**config.mk**
```make
export PLATFORM = sky130hd
export DESIGN_NAME = fpds_cell
export DESIGN_NICKNAME = d
export VERILOG_FILES = /design/src/hw/rtl/fpds_pkg.sv /design/src/hw/rtl/fpds_cell.sv
export SDC_FILE = /design/constraint.sdc
export NUM_CORES = 1
export LEC_CHECK = 0
export ABC_AREA = 1
export BUFFER_PORTS_ARGS = -buffer_cell sky130_fd_sc_hd__clkbuf_2
export CORE_UTILIZATION = 45
export CTS_CLUSTER_DIAMETER = 200
export CTS_CLUSTER_SIZE = 16
export DETAILED_ROUTE_END_ITERATION = 16
export HOLD_SLACK_MARGIN = 0.03
export PLACE_DENSITY = 0.82
export SLEW_MARGIN = 15
export SYNTH_ARGS = -nofsm -noshare
export SYNTH_HDL_FRONTEND = slang
export SYNTH_SLANG_ARGS = --single-unit
```
**constraint.sdc**
```tcl
create_clock -name aclk -period 3.55 [get_ports aclk]
set_input_delay 0.5325 -clock aclk [delete_from_list [all_inputs] [get_ports aclk]]
set_output_delay 0.5325 -clock aclk [all_outputs]
set_load 0.01 [all_outputs]
```
**src/hw/rtl/fpds_pkg.sv**
```systemverilog
// shared types, sizes and codes for the dual-order request store
// no dependencies; imported by every rtl module of the block
package fpds_pkg;

    // store geometry and field widths
    localparam int CAPACITY = 256;
    localparam int ID_W     = 32;
    localparam int VALUE_W  = 20;
    localparam int OP_W     = 2;
    localparam int STAT_W   = 2;
    localparam int CNT_W    = $clog2(CAPACITY + 1);
    localparam int BIT_W    = $clog2(VALUE_W);

    // stream payload widths, padded to whole bytes
    localparam int S_DATA_W = ((OP_W + VALUE_W + 7) / 8) * 8;
    localparam int M_DATA_W = ((STAT_W + ID_W + 7) / 8) * 8;

    // request codes
    localparam logic [OP_W-1:0] OP_ARRIVE  = 2'd0;
    localparam logic [OP_W-1:0] OP_OLDEST  = 2'd1;
    localparam logic [OP_W-1:0] OP_RICHEST = 2'd2;

    // result status codes
    localparam logic [STAT_W-1:0] STAT_STORED = 2'd0;
    localparam logic [STAT_W-1:0] STAT_SERVED = 2'd1;
    localparam logic [STAT_W-1:0] STAT_EMPTY  = 2'd2;
    localparam logic [STAT_W-1:0] STAT_FULL   = 2'd3;

    // command broadcast to every cell
    typedef enum logic [2:0] {
        CELL_HOLD,
        CELL_APPEND,
        CELL_REMOVE,
        CELL_LOAD,
        CELL_STEP
    } cell_cmd_t;

    typedef struct packed {
        cell_cmd_t            cmd;
        logic                 any_hi;
        logic [ID_W-1:0]      new_id;
        logic [VALUE_W-1:0]   new_value;
    } cell_ctl_t;

    // contents a cell hands to its lower neighbor
    typedef struct packed {
        logic                 occ;
        logic [ID_W-1:0]      id;
        logic [VALUE_W-1:0]   value;
    } cell_data_t;

endpackage

```
**src/hw/rtl/fpds_cell.sv**
```systemverilog
// one slot of the store: id, value, occupied flag and search candidate bit
// depends on fpds_pkg
module fpds_cell (
    input  logic                  aclk,
    input  logic                  aresetn,
    input  fpds_pkg::cell_ctl_t   ctl,
    input  logic                  prev_occ,
    input  logic                  shift_en,
    input  fpds_pkg::cell_data_t  upper,
    output fpds_pkg::cell_data_t  data,
    output logic                  cand,
    output logic                  msb
);
    import fpds_pkg::*;

    logic               occ_reg, occ_next;
    logic               cand_reg, cand_next;
    logic [ID_W-1:0]    id_reg, id_next;
    logic [VALUE_W-1:0] value_reg, value_next;

    // per-cell command decode
    always_comb begin
        occ_next   = occ_reg;
        cand_next  = cand_reg;
        id_next    = id_reg;
        value_next = value_reg;
        unique case (ctl.cmd)
            CELL_APPEND: begin
                // the first empty slot takes the arrival
                if (!occ_reg && prev_occ) begin
                    occ_next   = 1'b1;
                    id_next    = ctl.new_id;
                    value_next = ctl.new_value;
                end
            end
            CELL_REMOVE: begin
                // slots at and above the removed one take their upper neighbor
                if (shift_en) begin
                    occ_next   = upper.occ;
                    id_next    = upper.id;
                    value_next = upper.value;
                end
            end
            CELL_LOAD: begin
                cand_next = occ_reg;
            end
            CELL_STEP: begin
                // drop out when some candidate has a one where this one has zero
                if (ctl.any_hi) begin
                    cand_next = cand_reg & value_reg[VALUE_W-1];
                end
                value_next = {value_reg[VALUE_W-2:0], value_reg[VALUE_W-1]};
            end
            default: begin
            end
        endcase
    end

    // control flags
    always_ff @(posedge aclk) begin
        if (!aresetn) begin
            occ_reg  <= 1'b0;
            cand_reg <= 1'b0;
        end else begin
            occ_reg  <= occ_next;
            cand_reg <= cand_next;
        end
    end

    // payload
    always_ff @(posedge aclk) begin
        id_reg    <= id_next;
        value_reg <= value_next;
    end

    assign data.occ   = occ_reg;
    assign data.id    = id_reg;
    assign data.value = value_reg;
    assign cand       = cand_reg;
    assign msb        = value_reg[VALUE_W-1];

endmodule

```
==> flow_metrics.env <==
export IMPL_fin_ws_ns=1.38
export IMPL_layout_drive_gt1_share_pct=40.9
export IMPL_cts_setup_buffers=0
export IMPL_fin_nets=557
export IMPL_globalplace_congestion=0.851
export IMPL_post_cts_resized=0
export IMPL_antenna_found_initial=0
export IMPL_design_area_um2=3530
export IMPL_synthCells=281
export IMPL_die_y_um=77.4
export IMPL_status="finished, final reports clean"
export IMPL_finClkSkew_ns=0.00511
export IMPL_via_per_inst=4.68
export IMPL_cts_hold_buf=0
export IMPL_hold_path_depth=3
export IMPL_netlist_cell_type_count=17
export IMPL_initial_core_util_pct=46.5
export IMPL_placed_cells=509
export IMPL_largest_register_ffs=32
export IMPL_die_w_um=77.4
export IMPL_root_buffer="clkbuf_8"
export IMPL_cts_tree="done"
export IMPL_ir_worst_vdd_uv=239
export IMPL_grt_pass1_vias=2256
export IMPL_timing_slew_headroom_pct=66.2
export IMPL_dp_hpwl_um=4960
export IMPL_ios=168
export IMPL_period_share_pct=61.0
export IMPL_areaGrowthSynthToFinish_pct=37.9
export IMPL_route_vias_total=2420
export IMPL_cap_violations=0
export IMPL_yosysSeqAreaShare_pct=62.6
export IMPL_setup_violations=0
export IMPL_dieArea_um2=5990
export IMPL_cts_buffer_depth=2
export IMPL_slew_violations=0
export IMPL_stdcell_count=517
export IMPL_place_area_um2=3420
export IMPL_grt_max_degree=53
export IMPL_drt_initial_drc_count=99
export IMPL_grt_overflow=0
export IMPL_first_pass_iters=4
export IMPL_finalHoldViolations=0
export IMPL_reg2reg_depth=6
export IMPL_ant_nets=0
export IMPL_htreeDepth=2
export IMPL_tightest_slew_ns=0.506
export IMPL_syn_nets=394
export IMPL_yosys_area_share_simple_pct=32.3
export IMPL_ys_warn_count=0
export IMPL_leakagePower_nw=1.84
export IMPL_clock_sinks=54
export IMPL_grt_setup_unrepaired="false"
export IMPL_diodes=0
export IMPL_avgSynthCellArea_um2=9.11
export IMPL_wire_per_inst_um=12.5
export IMPL_yosys_area_share_xor_xnor_pct=0
export IMPL_core_area_um2=5510
export IMPL_dp_slack_ns=1.06
export IMPL_syn_area_um2=2560
export IMPL_critical_path_class="in2reg"
export IMPL_clk_latency_ns=0.30
export IMPL_drt_total_wl_um=6490
export IMPL_cp_arrival_ns=2.15
export IMPL_max_freq_mhz=462
export IMPL_grtUsageTotal_pct=22.1
export IMPL_path_clk_slew_ns=0.09
export IMPL_synth_adder_area_share_pct=0
export IMPL_synth_mux_area_share_pct=0
export IMPL_worstPathRequired_ns=3.53
export IMPL_synth_top_family_by_area="simple AND/OR/NAND/NOR gates"
export IMPL_cts_buffers=5
export IMPL_hp_class="in2reg"
export IMPL_drc=0
export IMPL_io_buffers=167
export IMPL_path_max_fanout=35
export IMPL_cp_end_kind="register"
export IMPL_synth_seq_cells=54
export IMPL_period_needed_ns=2.17
export IMPL_grt_pass1_wl_um=10300
export IMPL_finalSetupTns_ns=0
export IMPL_rows=27
export IMPL_power_density_nw_per_um2=394
export IMPL_synth_compound_area_share_pct=0.489
export IMPL_startpoint_type="input port"
==> power by group <==
part / switching (W) / internal [W]
logic: 0.000127 / 0.0000995
clock network: 0.000184 / 0.000211
registers: 0.0000173 / 0.000753
==> kinds of logic (layout without fill, tap and decap cells) <==
group           after synthesis  in the layout
flops                        54             54
simple gates                203            203
buf+inv                      22            186
compound gates                2              2
==> cells in the final DEF (no fill, tap or decap) <==
cell type  count
nor2_2         1
buf_4          3
nand3b_4       1
nor2_1         4
clkbuf_2     167
clkbuf_1       2
bufinv_16      1
nand3b_1       1
inv_1          6
a21boi_0       1
inv_2          1
clkbuf_8       5
inv_4          1
a21oi_2        1
nor2_4         1
nand2_1      168
edfxtp_1      52
nand3_1       27
dfxtp_1        2
==> stage by stage <==
stage	util (%)	hold slack [ns]	total power, W
6_report	64.1	0.474	0.00139
5_1_grt	64.1	0.480	0.00146
4_1_cts	64.1	0.466	0.00140
3_5_place_dp	62.2	0.515	0.00101
3_3_place_gp	62.2	0.499	0.00100
2_1_floorplan	-	0.515	0.000892
==> final timing paths <==
check	startpoint	end	slack [ns]
worst max register to register	occ_reg	id_reg[1]	1.81
worst max-delay path	ctl[55]	id_reg[1]	1.38
worst min-delay path	aresetn	occ_reg	0.47
worst min register to register	cand	cand	0.52
==> layout make-up <==
cell class	instances	area, µm²
inverter	8	32.5
multi-input combinational	205	842
sequential	54	1600
clock buffer	7	76.3
tap	72	90.1
clock inverter	1	30.0
fill	485	1980
timing repair buffer	170	858
==> cell usage after synthesis <==
library cell / n / area (µm²)
a21boi_0: 1 / 7.51
a21oi_1: 1 / 5.00
buf_2: 10 / 50.1
buf_4: 2 / 15.0
buf_6: 2 / 22.5
dfxtp_1: 2 / 40.0
edfxtp_1: 52 / 1560
inv_1: 6 / 22.5
inv_2: 1 / 3.75
inv_4: 1 / 6.26
nand2_1: 168 / 631
nand3_1: 27 / 135
nand3b_1: 1 / 7.51
nand3b_4: 1 / 20.0
nor2_1: 4 / 15.0
nor2_2: 1 / 6.26
nor2_4: 1 / 11.3
==> per-layer routing <==
layer	track usage (%)	wire length (µm)	vias up	part of all wire, %
met5	0	0	-	0
met4	8.49	120	0	1.9
met3	3.06	299	11	4.6
met2	40.1	3330	95	51
met1	26.3	2730	1080	42
li1	-	-	1234	-
==> critical path, stage by stage <==
cell and delay (ns):
clkbuf_2 0.12, inv_1 0.14, nand3b_4 0.35, nand2_1 0.16, nand3_1 0.09, inv_1 0.36
buf_4 0.38
Power figures use the tool's default switching activity.
